### src/hdl/rle_palette_sprite_decoder_core_macros.svh
// Assertion macros shared by the sprite decoder modules.
`ifndef RLE_PALETTE_SPRITE_DECODER_CORE_MACROS_SVH
`define RLE_PALETTE_SPRITE_DECODER_CORE_MACROS_SVH

// Same-cycle implication, checked out of reset.
`define RPSD_ASSERT_IMPL(label, ante, cons, msg) \
   label: assert property (@(posedge clock) disable iff (reset) (ante) |-> (cons)) \
      else $error(msg);

// Next-cycle implication, checked out of reset.
`define RPSD_ASSERT_NEXT(label, ante, cons, msg) \
   label: assert property (@(posedge clock) disable iff (reset) (ante) |=> (cons)) \
      else $error(msg);

`endif

### src/hdl/rpsd_pkg.sv
// Shared constants and controller/datapath interface types for the sprite decoder.
`timescale 1ns / 1ps
package rpsd_pkg;

   localparam int DIM_BITS_DEF        = 12;
   localparam int PALETTE_ENTRIES_DEF = 256;

   localparam int ACTION_W   = 2;
   localparam int BYTE_W     = 8;
   localparam int COLOR_W    = 16;
   localparam int POS_W      = 12;
   localparam int SKIP_W     = 12;
   localparam int CFG_W      = 13;
   localparam int CSR_IDX_W  = 2;
   localparam int REQ_DATA_W = 32;
   localparam int RSP_DATA_W = 48;

   // word actions on req_tuser
   localparam logic [ACTION_W-1:0] ACT_BYTE    = 2'd0;
   localparam logic [ACTION_W-1:0] ACT_PALETTE = 2'd1;
   localparam logic [ACTION_W-1:0] ACT_START   = 2'd2;
   localparam logic [ACTION_W-1:0] ACT_SPARE   = 2'd3;

   // register indexes on the csr channel
   localparam logic [CSR_IDX_W-1:0] REG_WIDTH      = 2'd0;
   localparam logic [CSR_IDX_W-1:0] REG_HEIGHT     = 2'd1;
   localparam logic [CSR_IDX_W-1:0] REG_FIRST_SKIP = 2'd2;
   localparam logic [CSR_IDX_W-1:0] REG_ROW_SKIP   = 2'd3;

   // controller -> datapath
   typedef struct packed {
      logic take;       // input word accepted this cycle
      logic run_step;   // advance the transparent run by one step
      logic load_out;   // move the pending result into the output register
   } cmd_type;

   // datapath -> controller
   typedef struct packed {
      logic start_run;  // word on the input starts a transparent run
      logic start_emit; // word on the input produces a result
      logic run_last;   // this run step ends the run
      logic run_emit;   // this run step completes the image
      logic out_free;   // output register can take a result
   } sts_type;

endpackage

### src/hdl/rle_palette_sprite_decoder_core.sv
// Top level of the run-length palette sprite decoder.
`timescale 1ns / 1ps
// Decodes a run-length sprite byte stream into RGB565 pixel writes.
// req_ channel: one word per item; tuser is the action (source byte, palette
//   write, start image), tdata carries the stream byte, palette slot and color.
// csr_ channel: register writes (width, height, first skip, row skip); always
//   ready, taken in the same cycle. Write only while the decoder is idle.
// rsp_ channel: one word per opaque pixel or image completion; tdata holds
//   column, row and color, tuser marks a pixel write, tlast marks the image end.
// Flow: count, flag, hole-in-skip and palette words are taken while the
//   decoder stays idle. A word that yields a result goes through the palette
//   memory read, then the load of the output register; the result is valid
//   the cycle after that load. During a transparent run no word is taken;
//   the run unit steps through each skip drain, each row wrap and the final
//   partial row.
// Reset: control state cleared, palette reads as zero (per-entry valid bits),
//   registers at width 1, height 1, skips 0. Send a start-image word first.
// Stall: a result waits in the output register; the next word is accepted
//   meanwhile, and a new result waits in its emit cycle until the slot frees.
module rle_palette_sprite_decoder_core #(
   parameter int DIM_BITS        = rpsd_pkg::DIM_BITS_DEF,
   parameter int PALETTE_ENTRIES = rpsd_pkg::PALETTE_ENTRIES_DEF
) (
   input  logic                            clock,
   input  logic                            reset,
   input  logic                            req_tvalid,
   output logic                            req_tready,
   // [7:0] data_byte, [15:8] palette_slot, [31:16] palette_color
   input  logic [rpsd_pkg::REQ_DATA_W-1:0] req_tdata,
   // [1:0] action
   input  logic [rpsd_pkg::ACTION_W-1:0]   req_tuser,
   input  logic                            csr_valid,
   output logic                            csr_ready,
   input  logic [rpsd_pkg::CSR_IDX_W-1:0]  csr_index,
   input  logic [rpsd_pkg::CFG_W-1:0]      csr_data,
   output logic                            rsp_tvalid,
   input  logic                            rsp_tready,
   // [11:0] pixel_column, [23:12] pixel_row, [39:24] pixel_color, [47:40] zero
   output logic [rpsd_pkg::RSP_DATA_W-1:0] rsp_tdata,
   // [0] write_pixel
   output logic                            rsp_tuser,
   // image_done
   output logic                            rsp_tlast
);
   import rpsd_pkg::*;

   cmd_type cmd;
   sts_type sts;

   // register writes never back-pressure
   assign csr_ready = 1'b1;

   rpsd_ctrl u_ctrl (
      .clock      (clock),
      .reset      (reset),
      .req_tvalid (req_tvalid),
      .req_tready (req_tready),
      .sts        (sts),
      .cmd        (cmd)
   );

   rpsd_datapath #(
      .DIM_BITS        (DIM_BITS),
      .PALETTE_ENTRIES (PALETTE_ENTRIES)
   ) u_datapath (
      .clock      (clock),
      .reset      (reset),
      .req_tdata  (req_tdata),
      .req_tuser  (req_tuser),
      .csr_valid  (csr_valid && csr_ready),
      .csr_index  (csr_index),
      .csr_data   (csr_data),
      .cmd        (cmd),
      .sts        (sts),
      .rsp_tvalid (rsp_tvalid),
      .rsp_tready (rsp_tready),
      .rsp_tdata  (rsp_tdata),
      .rsp_tuser  (rsp_tuser),
      .rsp_tlast  (rsp_tlast)
   );

endmodule

### src/hdl/rpsd_ctrl.sv
// Sequencing state machine: input acceptance, run stepping, result hand-off.
`timescale 1ns / 1ps
`include "rle_palette_sprite_decoder_core_macros.svh"
module rpsd_ctrl (
   input  logic             clock,
   input  logic             reset,
   input  logic             req_tvalid,
   output logic             req_tready,
   input  rpsd_pkg::sts_type sts,
   output rpsd_pkg::cmd_type cmd
);
   import rpsd_pkg::*;

   typedef enum logic [1:0] {ST_IDLE, ST_RUN, ST_EMIT} state_type;

   state_type state_ff;
   logic      ready_ff;

   always_comb begin
      cmd.take     = req_tvalid && ready_ff;
      cmd.run_step = (state_ff == ST_RUN);
      cmd.load_out = (state_ff == ST_EMIT) && sts.out_free;
   end

   assign req_tready = ready_ff;

   always_ff @(posedge clock) begin
      if (reset) begin
         state_ff <= ST_IDLE;
         ready_ff <= 1'b1;
      end else begin
         unique case (state_ff)
            ST_IDLE: begin
               if (cmd.take) begin
                  priority if (sts.start_run) begin
                     state_ff <= ST_RUN;
                     ready_ff <= 1'b0;
                  end else if (sts.start_emit) begin
                     state_ff <= ST_EMIT;
                     ready_ff <= 1'b0;
                  end else begin
                     state_ff <= ST_IDLE;
                  end
               end
            end
            ST_RUN: begin
               priority if (sts.run_emit) begin
                  state_ff <= ST_EMIT;
               end else if (sts.run_last) begin
                  state_ff <= ST_IDLE;
                  ready_ff <= 1'b1;
               end else begin
                  state_ff <= ST_RUN;
               end
            end
            ST_EMIT: begin
               if (sts.out_free) begin
                  state_ff <= ST_IDLE;
                  ready_ff <= 1'b1;
               end
            end
            default: begin
               state_ff <= ST_IDLE;
               ready_ff <= 1'b1;
            end
         endcase
      end
   end

   `RPSD_ASSERT_IMPL(a_ready_only_idle, ready_ff, state_ff == ST_IDLE, "ready outside idle")
   `RPSD_ASSERT_NEXT(a_emit_returns, (state_ff == ST_EMIT) && sts.out_free, ready_ff && (state_ff == ST_IDLE), "emit did not return to idle")
   `RPSD_ASSERT_IMPL(a_no_take_busy, state_ff != ST_IDLE, !cmd.take, "word taken while busy")

endmodule

### src/hdl/rpsd_datapath.sv
// Decode datapath: registers, packet parsing, position counters, palette, output register.
`timescale 1ns / 1ps
`include "rle_palette_sprite_decoder_core_macros.svh"
module rpsd_datapath #(
   parameter int DIM_BITS        = rpsd_pkg::DIM_BITS_DEF,
   parameter int PALETTE_ENTRIES = rpsd_pkg::PALETTE_ENTRIES_DEF
) (
   input  logic                            clock,
   input  logic                            reset,
   input  logic [rpsd_pkg::REQ_DATA_W-1:0] req_tdata,
   input  logic [rpsd_pkg::ACTION_W-1:0]   req_tuser,
   input  logic                            csr_valid,
   input  logic [rpsd_pkg::CSR_IDX_W-1:0]  csr_index,
   input  logic [rpsd_pkg::CFG_W-1:0]      csr_data,
   input  rpsd_pkg::cmd_type               cmd,
   output rpsd_pkg::sts_type               sts,
   output logic                            rsp_tvalid,
   input  logic                            rsp_tready,
   output logic [rpsd_pkg::RSP_DATA_W-1:0] rsp_tdata,
   output logic                            rsp_tuser,
   output logic                            rsp_tlast
);
   import rpsd_pkg::*;

   localparam int AW = (PALETTE_ENTRIES > 1) ? $clog2(PALETTE_ENTRIES) : 1;
   localparam int DW = DIM_BITS + 1;
   localparam int RW = (DW > BYTE_W + 1) ? DW : BYTE_W + 1;

   typedef enum logic [1:0] {PH_COUNT, PH_FLAG, PH_INDEX} phase_type;

   // configuration
   logic [CFG_W-1:0]  width_ff, height_ff;
   logic [SKIP_W-1:0] fskip_ff, rskip_ff;

   // decode state
   phase_type            phase_ff, phase_in;
   logic [BYTE_W-1:0]    count_ff, count_in;
   logic [BYTE_W-1:0]    rem_ff, rem_in;
   logic [BYTE_W-1:0]    run_n_ff, run_n_in;
   logic [SKIP_W-1:0]    skip_ff, skip_in;
   logic [DIM_BITS-1:0]  col_ff, col_in;
   logic [DIM_BITS-1:0]  row_ff, row_in;
   logic                 done_ff, done_in;

   // pending result
   logic [DIM_BITS-1:0]  pend_col_ff, pend_col_in;
   logic [DIM_BITS-1:0]  pend_row_ff, pend_row_in;
   logic                 pend_wr_ff, pend_wr_in;
   logic                 pend_done_ff, pend_done_in;

   // palette
   logic [COLOR_W-1:0]         pal_mem [PALETTE_ENTRIES];
   logic [PALETTE_ENTRIES-1:0] pal_vld_ff;
   logic [COLOR_W-1:0]         rd_data_ff;
   logic                       rd_vld_ff;

   // output register
   logic                 rsp_valid_ff;
   logic [POS_W-1:0]     rsp_col_ff, rsp_row_ff;
   logic [COLOR_W-1:0]   rsp_color_ff;
   logic                 rsp_wr_ff, rsp_last_ff;

   logic [ACTION_W-1:0] action;
   logic [BYTE_W-1:0]   in_byte, in_slot;
   logic [COLOR_W-1:0]  in_color;
   logic                slot_ok, byte_ok;

   logic [DW-1:0] w_dim, h_dim;
   logic [DW-1:0] col_inc, row_inc, room;
   logic          wrap, fin;
   logic [BYTE_W-1:0] rem_src, ti_rem;
   logic          is_byte, is_index, ti_res;
   logic          rs_emit;

   function automatic logic [DW-1:0] clamp_dim(input logic [CFG_W-1:0] v);
      if (v == '0) begin
         return DW'(1);
      end else if (32'(v) > (32'd1 << DIM_BITS)) begin
         return DW'(32'd1 << DIM_BITS);
      end else begin
         return DW'(v);
      end
   endfunction

   assign action   = req_tuser;
   assign in_byte  = req_tdata[7:0];
   assign in_slot  = req_tdata[15:8];
   assign in_color = req_tdata[31:16];
   assign slot_ok  = 32'(in_slot) < PALETTE_ENTRIES;
   assign byte_ok  = 32'(in_byte) < PALETTE_ENTRIES;

   assign w_dim = clamp_dim(width_ff);
   assign h_dim = clamp_dim(height_ff);

   // one visible pixel step from the current position
   assign col_inc = {1'b0, col_ff} + DW'(1);
   assign row_inc = {1'b0, row_ff} + DW'(1);
   assign wrap    = col_inc >= w_dim;
   assign fin     = wrap && (row_inc >= h_dim);
   // pixels until the next row wrap
   assign room    = ({1'b0, col_ff} >= w_dim) ? DW'(1) : (w_dim - {1'b0, col_ff});

   assign rem_src = (phase_ff == PH_FLAG) ? count_ff : rem_ff;
   assign ti_rem  = (rem_src != '0) ? rem_src - BYTE_W'(1) : '0;

   assign is_byte  = (action == ACT_BYTE) && !done_ff;
   assign is_index = is_byte &&
                     (((phase_ff == PH_FLAG) && (in_byte != '0) && (count_ff != '0)) ||
                      ((phase_ff != PH_COUNT) && (phase_ff != PH_FLAG) && (rem_ff != '0)));
   assign ti_res   = (skip_ff == '0) && ((in_byte != '0) || fin);

   always_comb begin
      logic take_idx;
      take_idx     = 1'b0;
      rs_emit      = 1'b0;
      phase_in     = phase_ff;
      count_in     = count_ff;
      rem_in       = rem_ff;
      run_n_in     = run_n_ff;
      skip_in      = skip_ff;
      col_in       = col_ff;
      row_in       = row_ff;
      done_in      = done_ff;
      pend_col_in  = pend_col_ff;
      pend_row_in  = pend_row_ff;
      pend_wr_in   = pend_wr_ff;
      pend_done_in = pend_done_ff;

      if (cmd.take) begin
         unique case (action)
            ACT_START: begin
               phase_in = PH_COUNT;
               count_in = '0;
               rem_in   = '0;
               skip_in  = fskip_ff;
               col_in   = '0;
               row_in   = '0;
               done_in  = 1'b0;
            end
            ACT_BYTE: begin
               if (!done_ff) begin
                  unique case (phase_ff)
                     PH_COUNT: begin
                        count_in = in_byte;
                        phase_in = PH_FLAG;
                     end
                     PH_FLAG: begin
                        priority if (in_byte == '0) begin
                           phase_in = PH_COUNT;
                           run_n_in = count_ff;
                        end else if (count_ff == '0) begin
                           // empty opaque packet: flag byte is the next count
                           count_in = in_byte;
                        end else begin
                           take_idx = 1'b1;
                        end
                     end
                     default: begin
                        if (rem_ff == '0) begin
                           count_in = in_byte;
                           phase_in = PH_FLAG;
                        end else begin
                           take_idx = 1'b1;
                        end
                     end
                  endcase
               end
            end
            default: begin
            end
         endcase

         if (take_idx) begin
            rem_in       = ti_rem;
            phase_in     = (ti_rem == '0) ? PH_COUNT : PH_INDEX;
            pend_col_in  = col_ff;
            pend_row_in  = row_ff;
            pend_wr_in   = (in_byte != '0);
            pend_done_in = fin;
            if (skip_ff != '0) begin
               skip_in = skip_ff - SKIP_W'(1);
            end else if (wrap) begin
               col_in = '0;
               if (fin) begin
                  done_in = 1'b1;
               end else begin
                  row_in  = DIM_BITS'(row_inc);
                  skip_in = rskip_ff;
               end
            end else begin
               col_in = DIM_BITS'(col_inc);
            end
         end
      end else if (cmd.run_step) begin
         if (skip_ff != '0) begin
            if (SKIP_W'(run_n_ff) <= skip_ff) begin
               skip_in  = skip_ff - SKIP_W'(run_n_ff);
               run_n_in = '0;
            end else begin
               run_n_in = run_n_ff - BYTE_W'(skip_ff);
               skip_in  = '0;
            end
         end else if (RW'(run_n_ff) < RW'(room)) begin
            col_in   = DIM_BITS'(RW'(col_ff) + RW'(run_n_ff));
            run_n_in = '0;
         end else begin
            run_n_in = run_n_ff - BYTE_W'(room);
            col_in   = '0;
            if (row_inc >= h_dim) begin
               done_in      = 1'b1;
               run_n_in     = '0;
               rs_emit      = 1'b1;
               pend_wr_in   = 1'b0;
               pend_done_in = 1'b1;
            end else begin
               row_in  = DIM_BITS'(row_inc);
               skip_in = rskip_ff;
            end
         end
      end
   end

   always_comb begin
      sts.start_run  = is_byte && (phase_ff == PH_FLAG) && (in_byte == '0) && (count_ff != '0);
      sts.start_emit = is_index && ti_res;
      sts.run_last   = (run_n_in == '0);
      sts.run_emit   = rs_emit;
      sts.out_free   = !rsp_valid_ff || rsp_tready;
   end

   // control state
   always_ff @(posedge clock) begin
      if (reset) begin
         width_ff     <= CFG_W'(1);
         height_ff    <= CFG_W'(1);
         fskip_ff     <= '0;
         rskip_ff     <= '0;
         phase_ff     <= PH_COUNT;
         count_ff     <= '0;
         rem_ff       <= '0;
         run_n_ff     <= '0;
         skip_ff      <= '0;
         col_ff       <= '0;
         row_ff       <= '0;
         done_ff      <= 1'b0;
         pal_vld_ff   <= '0;
         rsp_valid_ff <= 1'b0;
      end else begin
         if (csr_valid) begin
            unique case (csr_index)
               REG_WIDTH:      width_ff  <= csr_data;
               REG_HEIGHT:     height_ff <= csr_data;
               REG_FIRST_SKIP: fskip_ff  <= csr_data[SKIP_W-1:0];
               REG_ROW_SKIP:   rskip_ff  <= csr_data[SKIP_W-1:0];
               default: begin
               end
            endcase
         end
         phase_ff <= phase_in;
         count_ff <= count_in;
         rem_ff   <= rem_in;
         run_n_ff <= run_n_in;
         skip_ff  <= skip_in;
         col_ff   <= col_in;
         row_ff   <= row_in;
         done_ff  <= done_in;
         if (cmd.take && (action == ACT_PALETTE) && slot_ok) begin
            pal_vld_ff[in_slot[AW-1:0]] <= 1'b1;
         end
         if (cmd.load_out) begin
            rsp_valid_ff <= 1'b1;
         end else if (rsp_tready) begin
            rsp_valid_ff <= 1'b0;
         end
      end
   end

   // palette memory, registered read
   always_ff @(posedge clock) begin
      if (cmd.take && (action == ACT_PALETTE) && slot_ok) begin
         pal_mem[in_slot[AW-1:0]] <= in_color;
      end
      if (cmd.take) begin
         rd_data_ff <= pal_mem[in_byte[AW-1:0]];
         rd_vld_ff  <= pal_vld_ff[in_byte[AW-1:0]] && byte_ok;
      end
   end

   // payload
   always_ff @(posedge clock) begin
      pend_col_ff  <= pend_col_in;
      pend_row_ff  <= pend_row_in;
      pend_wr_ff   <= pend_wr_in;
      pend_done_ff <= pend_done_in;
      if (cmd.load_out) begin
         rsp_col_ff   <= pend_wr_ff ? POS_W'(pend_col_ff) : '0;
         rsp_row_ff   <= pend_wr_ff ? POS_W'(pend_row_ff) : '0;
         rsp_color_ff <= (pend_wr_ff && rd_vld_ff) ? rd_data_ff : '0;
         rsp_wr_ff    <= pend_wr_ff;
         rsp_last_ff  <= pend_done_ff;
      end
   end

   assign rsp_tvalid = rsp_valid_ff;
   assign rsp_tdata  = {8'b0, rsp_color_ff, rsp_row_ff, rsp_col_ff};
   assign rsp_tuser  = rsp_wr_ff;
   assign rsp_tlast  = rsp_last_ff;

   `RPSD_ASSERT_IMPL(a_hole_fields_zero, rsp_valid_ff && !rsp_wr_ff, (rsp_col_ff == '0) && (rsp_row_ff == '0) && (rsp_color_ff == '0), "non-write result carries data")
   `RPSD_ASSERT_NEXT(a_run_done_latches, cmd.run_step && rs_emit, done_ff && pend_done_ff && !pend_wr_ff, "run completion not recorded")

endmodule

### config.mk
export PLATFORM = sky130hd
export DESIGN_NAME = rle_palette_sprite_decoder_core
export DESIGN_NICKNAME = d
export VERILOG_FILES = /design/src/hdl/rpsd_pkg.sv /design/src/hdl/rle_palette_sprite_decoder_core.sv /design/src/hdl/rpsd_ctrl.sv /design/src/hdl/rpsd_datapath.sv
export VERILOG_INCLUDE_DIRS = /design/src /design/src/hdl
export SDC_FILE = /design/constraint.sdc
export NUM_CORES = 2
export LEC_CHECK = 0
export ABC_CLOCK_PERIOD_IN_PS = 5100
export BUFFER_PORTS_ARGS = -buffer_cell sky130_fd_sc_hd__buf_4
export CELL_PAD_IN_SITES_DETAIL_PLACEMENT = 1
export CELL_PAD_IN_SITES_GLOBAL_PLACEMENT = 1
export CORE_UTILIZATION = 50
export DETAILED_ROUTE_END_ITERATION = 8
export PLACE_DENSITY_LB_ADDON = 0.12
export SYNTH_ARGS = -nofsm -noshare
export SYNTH_HDL_FRONTEND = slang
export SYNTH_SLANG_ARGS = --single-unit
### constraint.sdc
create_clock -name clock -period 5.1 [get_ports clock]
set_input_delay 1.02 -clock clock [delete_from_list [all_inputs] [get_ports clock]]
set_output_delay 1.02 -clock clock [all_outputs]
set_load 0.02 [all_outputs]
Word-level counts from Yosys, hierarchy flattened. Memory sizes are Yosys's and may differ from the RTL's. A register that Yosys moved wholly into a read port is not among the register bits. Cells that the tools add are included. W data, S select, Z words.

Word-level logic and storage cells: 248. Input port bits: 54. Memories kept: 1. Output and inout port bits: 53. Flip-flop bits (word level): 442. Memory bits (writable): 4096.

Memory list: u_datapath.pal_mem (depth 256, bits a word 16, read ports 1, clocked after memory_dff 1, wr ports 1, line rpsd_datapath.sv:52) `logic [COLOR_W-1:0] pal_mem [PALETTE_ENTRIES];`.

Reduce and logical (&&, ||, !) cells: 61. Equality and inequality tests: 27. Add/sub/neg operators: 9. Bitwise gates (word level): 1. Mux-type cells: 113. $lt $le $gt $ge: 10.

Operators with widths (number): $mux W12 (29); $or A256 B256 Y256 (1); $mux W8 (18); $mux W13 (5); $mux W1 (42); $logic_not A8 Y1 (5); $pmux W8 S2 (2); $reduce_bool A8 Y1 (4); $add A12 B1 Y13 const B (2); $ge A13 B13 Y1 (2); $gt A13 B13 Y1 const B (2); $logic_not A13 Y1 (2); $mux W2 (10); $lt A8 B9 Y1 const B (2); $logic_and A1 B1 Y1 (17); $reduce_and A2 Y1 (8); $sub A8 B8 Y8 (2); $reduce_and A5 Y1 (3); $ne A2 B1 Y1 const B (7); $ge A12 B13 Y1 (1); $lt A8 B13 Y1 (1); $sub A13 B12 Y13 (1); $add A12 B8 Y12 (1); $le A8 B12 Y1 (1); 27 further kinds (53).

Depth between registers and ports, before layout.
Word-level depth: 15. Depth in mapped cells: 25. Mapped depth without buffers: 24.

Hierarchy. Synthesis repeated with hierarchy kept, for this count alone.

Cells, all modules: 8285. Area, all modules: 177619.1 um^2.

By module, submodules not included: rpsd_datapath (instances 1, sequential area each 132957.5 um^2, area an instance 177438.9 um^2, cells each 8263); rpsd_ctrl (instances 1, sequential area each 60.1 um^2, area an instance 168.9 um^2, cells each 20); rle_palette_sprite_decoder_core (instances 1, sequential area each 0.0 um^2, area an instance 11.3 um^2, cells each 2).

Least setup slack after synthesis. Ideal clock, no wire load.

Path kind: register -> register. From: register u_datapath.width_ff[12]. To: register u_ctrl.ready_ff, in the netlist u_ctrl.req_tready. Slack: 0.036 ns. Setup time: 0.114 ns. Arrival time: 4.950 ns. Stages on the path, launching flop included: 26. Clock period less this slack: 5.064 ns. Buffers on the path: 2. Data required time: 4.986 ns. Path through: dfxtp_1 > buf_2 > inv_1 > clkbuf_1 > nand2_1 > inv_1 > ha_1 > nor2b_1 > o31a_1 > o41ai_2 > nand3_1 > a311o_1 > nand2_1 > ha_1 > inv_1 > fa_1 > nand3_1 > nand2_1 > and2_1 > o21a_1 > or4b_2 > nand4_1 > nor4bb_1 > nand3b_1 > o211ai_1 > a21o_1.

Word-level cells in the longest chain between the ends: 14. Elaborated cells on any way between the ends: 28. Those cells by class: add/sub: 2; order compare: 4; eq/ne: 3; mux: 12; reduce/logical: 7.

Ends and longest elaborated chain: from (decl) (line rpsd_datapath.sv:32) `logic [CFG_W-1:0] width_ff, height_ff;`; from (signal assigned) (line rpsd_datapath.sv:251) `REG_WIDTH: width_ff <= csr_data;`; $gt A13 B13 Y1 (line rpsd_datapath.sv:78) `end else if (32'(v) > (32'd1 << DIM_BITS)) begin`; $mux W13 (line rpsd_datapath.sv:78); $mux W13 * (line rpsd_datapath.sv:76) `if (v == '0) begin`; $sub A13 B12 Y13 / $ge A12 B13 Y1 (equally long branches) (line rpsd_datapath.sv:101) `assign room = ({1'b0, col_ff} >= w_dim) ? DW'(1) : (w_dim - {1'b0, col_ff});`; $mux W13 (line rpsd_datapath.sv:101); $sub A8 B8 Y8 (line rpsd_datapath.sv:207) `run_n_in = run_n_ff - BYTE_W'(room);`; $mux W8 (line rpsd_datapath.sv:209) `if (row_inc >= h_dim) begin`; $mux W8 (line rpsd_datapath.sv:203) `end else if (RW'(run_n_ff) < RW'(room)) begin`; $mux W8 (line rpsd_datapath.sv:195) `if (skip_ff != '0) begin`; $mux W8 (line rpsd_datapath.sv:194) `end else if (cmd.run_step) begin`; $mux W8 (line rpsd_datapath.sv:129) `if (cmd.take) begin`; $logic_not A8 Y1 (line rpsd_datapath.sv:226) `sts.run_last = (run_n_in == '0);`; $ne A2 B1 Y1 (no source line); $reduce_and A5 Y1 (no source line) *; to (signal assigned) (line rpsd_ctrl.sv:51) `ready_ff <= 1'b1;`; to (signal assigned) (line rpsd_ctrl.sv:59) `ready_ff <= 1'b1;`; to (signal assigned) (line rpsd_ctrl.sv:64) `ready_ff <= 1'b1;`; to (decl) (line rpsd_ctrl.sv:17) `logic ready_ff;`.

Mark *: on every way between the ends. The rest lies on a longest branch, timed or not. A chain may end at the register's enable or synchronous reset.

Worst setup path in the final report.
From: register u_datapath.width_ff[12]. To: register u_ctrl.state_ff[0].

Word-level cells in the longest chain between the ends: 15. Elaborated cells on any way between the ends: 22. Those cells by class: add/sub: 2; order compare: 3; mux: 15; reduce/logical: 2.

Ends and longest elaborated chain: $gt A13 B13 Y1 (line rpsd_datapath.sv:78); $mux W13 (line rpsd_datapath.sv:78); $mux W13 * (line rpsd_datapath.sv:76); $sub A13 B12 Y13 / $ge A12 B13 Y1 (equally long branches) (line rpsd_datapath.sv:101); $mux W13 * (line rpsd_datapath.sv:101); $sub A8 B8 Y8 (line rpsd_datapath.sv:207); $mux W8 (line rpsd_datapath.sv:209); $mux W8 (line rpsd_datapath.sv:203); $mux W8 (line rpsd_datapath.sv:195); $mux W8 (line rpsd_datapath.sv:194); $mux W8 (line rpsd_datapath.sv:129); $logic_not A8 Y1 (line rpsd_datapath.sv:226); $mux W1 (line rpsd_ctrl.sv:49) `end else if (sts.run_last) begin`; $mux W2 * (line rpsd_ctrl.sv:47) `priority if (sts.run_emit) begin`; $pmux W2 S3 * (line rpsd_ctrl.sv:32) `unique case (state_ff)`; to (signal assigned) (line rpsd_ctrl.sv:36) `state_ff <= ST_RUN;`; to (signal assigned) (line rpsd_ctrl.sv:48) `state_ff <= ST_EMIT;`; to (signal assigned) (line rpsd_ctrl.sv:50) `state_ff <= ST_IDLE;`; to (decl) (line rpsd_ctrl.sv:16) `state_type state_ff;`.

Marks and branches as above.

==> impl_results.md <==
* Status: finished, violations left
* Failing checks: design-rule violations
* Sw Share at 21.9%
* Cell area after synthesis at 179,000 µm²
* Setup CP Type: reg -> reg
* Rel. slew slack at 10.6%
* Via Count at 96,162
* Root buffer cell: clkbuf_16
* Syn Area/Cell at 19.3 µm²
* CTS tree: done
* Most common library cell in the layout ignoring fill and taps: edfxtp_1
* Setup Skew at 54.5 ps
* # clock sinks at 4,554
* IO Port Bufs at 97
* GRT Residual Overflow at 0
* Netlist cell types at 91
* H-tree depth at 5
* Tot Pwr at 80,100 µW
* Syn-to-layout area delta at 15.0%
* First-pass GRT wire length at 742,000 µm
* Max Cap Viol at 0
* Largest net degree at the start of global routing at 136
* Pre-CTS setup slack at -298 ps
* Clock group share of total power at 43.1%
* Share of power burned in registers at 51.0%
* Seq/Total Area, Yosys at 74.2%
* Final Cell Area at 206,000 µm²
* Antenna Nets Post-Route at 0
* Crit Path Max Fanout at 7
* VDD IR max at 0.000343 V
* Max incr delay on CP at 520 ps
* Initial antenna violation count at 48
* Min Tclk post-route at 5030 ps
* Initial DRC count at 10,614
* Yosys warning count at 0
* Final cell count without fillers at 15,194
* Routed len/inst at 34.4 µm
* CP startpoint kind: flip-flop
* Hpwl dp at 317,000 µm
* Gpl congestion at 0.857
* Synthesized instance count at 9,274
* Post-cts hold buffer count at 0
* Arrival time worst endpoint at 5890 ps
* DP Area at 191,000 µm²
* Ys async rst share at 0%
* Chip Height at 601 µm
* Post-layout worst setup margin at 74.6 ps
* Dpl cells at 14,307
* Rows at 219
* First drt pass iteration count at 7
* Vias in the first global route at 99,979
* Core area at 356,000 µm²
* Fin crit share at 98.5%
* Share of layout cells above drive strength 1 at 28.4%
* Max Fclk at 0.199 GHz
* GRT Util Overall at 28.7%
* FF+latch count, synth at 4,554
* Final core occ at 57.9%
* Clock Latency Late Sink at 1000 ps
* Final Max Slew Viols at 0
* P_int at 62,500 µW
* Most frequent cells in the layout: 4,181 x edfxtp_1, 1,023 x mux4_2, 720 x buf_4
* Ports at 107
* Net Switching at 17,500 µW
* Worst-path clk slew at 60 ps
* Die Wd at 601 µm
* Ys flop type: edfxtp_1
* WP data required at 5970 ps
* Worst slew pin tran at 1340 ps
* Final wirelength at 523,000 µm
* Remaining DRCs at 18
* Worst hold path class: in -> reg
* Starting density of the core at 50.3%
* Post-synth EDFFs at 4,181
* Logic pwr share at 5.9%
* Maximum buffer depth of the clock tree at 4
* CP endpoint kind: flip-flop
* Cells along the critical path: inv_1 -> nand2_1 -> inv_1 -> ha_1 -> nor2b_4 -> buf_6 -> o31a_1 -> o41ai_4 -> nand3_1 -> a311o_1 -> buf_4 -> nand2_1 -> ha_1 -> nand3_1 -> a21o_1 -> a31oi_4 -> a21oi_2 -> or2_4 -> buf_6 -> or4_1 -> nand3b_1 -> o21ai_1 -> a211oi_1
* PwrDens at 388 nW/µm²
* Die ar. at 361,000 µm²
* Setup Viol. Count Final at 0
* CTS buffer count at 463
* Final hold viol count at 0
* Worst path slowest cell: or4_1
* Leakage power at 0.0672 µW
* Nets at 10,162
* Vias per inst at 6.33
-- path summary, 6_finish.rpt --
kind	from	endpoint	slack [ps]	cells past startpoint
max	u_datapath.width_ff[12]$_SDFFE_PP0P_	u_ctrl.state_ff[0]$_SDFFE_PP0P_	70	23
min	csr_data[10]	u_datapath.fskip_ff[10]$_SDFFE_PP0P_	300	3
max reg2reg	u_datapath.width_ff[12]$_SDFFE_PP0P_	u_ctrl.state_ff[0]$_SDFFE_PP0P_	70	23
min reg2reg	u_datapath.pal_vld_ff[30]$_SDFFE_PP0P_	u_datapath.pal_vld_ff[30]$_SDFFE_PP0P_	470	2
-- per-stage QoR --
step / hold WS, ps / TNS [ps]
6_report: 298 / 0
5_1_grt: 283 / -349
4_1_cts: 227 / 0
2_1_floorplan: 400 / 0
3_5_place_dp: 454 / -700
3_3_place_gp: 443 / -1080
-- state kept, by name (all words and copies together), names as in the netlist, 13 cells and up --
register / flops
u_datapath.rd_data_ff: 16
u_datapath.pal_vld_ff: 256
u_datapath.pal_mem: 4096
u_datapath.width_ff: 13
u_datapath.height_ff: 13
u_datapath.rsp_color_ff: 16
-- power groups by stage --
stage          Sequential, µW  Combinational, µW  Clock, µW
6_report                40800               4710      34500
5_1_grt                 40800               4910      36200
4_1_cts                 40800               4690      35000
3_5_place_dp            41600               4660          0
3_3_place_gp            41600               4560          0
2_1_floorplan           41600               2390          0
-- cells in the mapped netlist (28+ instances only) --
cell	number	area (µm²)
nor2_1	847	3180
nand2b_1	40	250
inv_1	70	263
mux2_2	140	1580
clkbuf_1	282	1060
dfxtp_1	373	7470
nor3_1	48	240
ha_1	74	926
a21oi_1	257	1290
a211oi_1	38	285
edfxtp_1	4181	126000
a221o_1	83	831
o21ba_2	31	310
and3_1	31	194
o311ai_0	28	245
mux4_2	1023	23000
and2_1	28	175
nand3_1	58	290
o21ai_0	109	546
o22ai_1	139	870
a221oi_1	51	447
xnor2_1	40	350
nand2_1	233	875
buf_4	85	638
buf_2	111	556
o221ai_1	67	587
o211ai_1	32	240
buf_1	46	173
mux2i_1	440	4400
-- repair_timing --
item                                    4_1_cts  5_1_grt
buffers inserted                              3        7
pin swaps                                    11       19
endpoints found under the hold margin         0        0
endpoints found under the setup margin        7       46
resized for setup                             4       37
-- layout make-up --
class,count,area (µm²)
Sequential cell,4554,133000
Clock buffer,593,12500
Tap cell,4751,5940
Inverter,71,268
Antenna cell,10,25.0
Timing Repair Buffer,833,7530
Fill cell,30675,150000
Clock inverter,276,2920
Multi-Input combinational cell,4106,44000
-- kinds of logic after synthesis --
| kind of cell | count (synthesis) | share of synthesized area [%] |
|---|---|---|
| XOR/XNOR | 54 | 0.264 |
| adder cells (fa/ha/maj) | 79 | 0.572 |
| other | 2 | 0.00419 |
| buffers and inverters | 621 | 1.67 |
| multiplexers | 1603 | 16.2 |
| AO/OA/AOI/OAI | 977 | 3.78 |
| flip-flops | 4554 | 74.2 |
| AND/OR/NAND/NOR | 1384 | 3.30 |
-- metal layers --
layer  global-route usage, %  vias to the layer above  part of all wire (%)
met1                    39.6                    52169                    41
met3                    4.32                      747                   7.1
li1                        -                    39362                     -
met4                    8.75                        6                   3.1
met5                       0                        -                0.0078
met2                    47.6                     3878                    49
-- worst max-delay path: cells and delay by family (launching register included) --
family | cells | cell delay [ps]
AOI/OAI and AO/OA | 8 | 1940
and+or+nand+nor | 8 | 1540
buffers and inverters | 5 | 590
adders and majority gates | 2 | 510
DFF | 1 | 370
(Power assumes the default switching activity.)
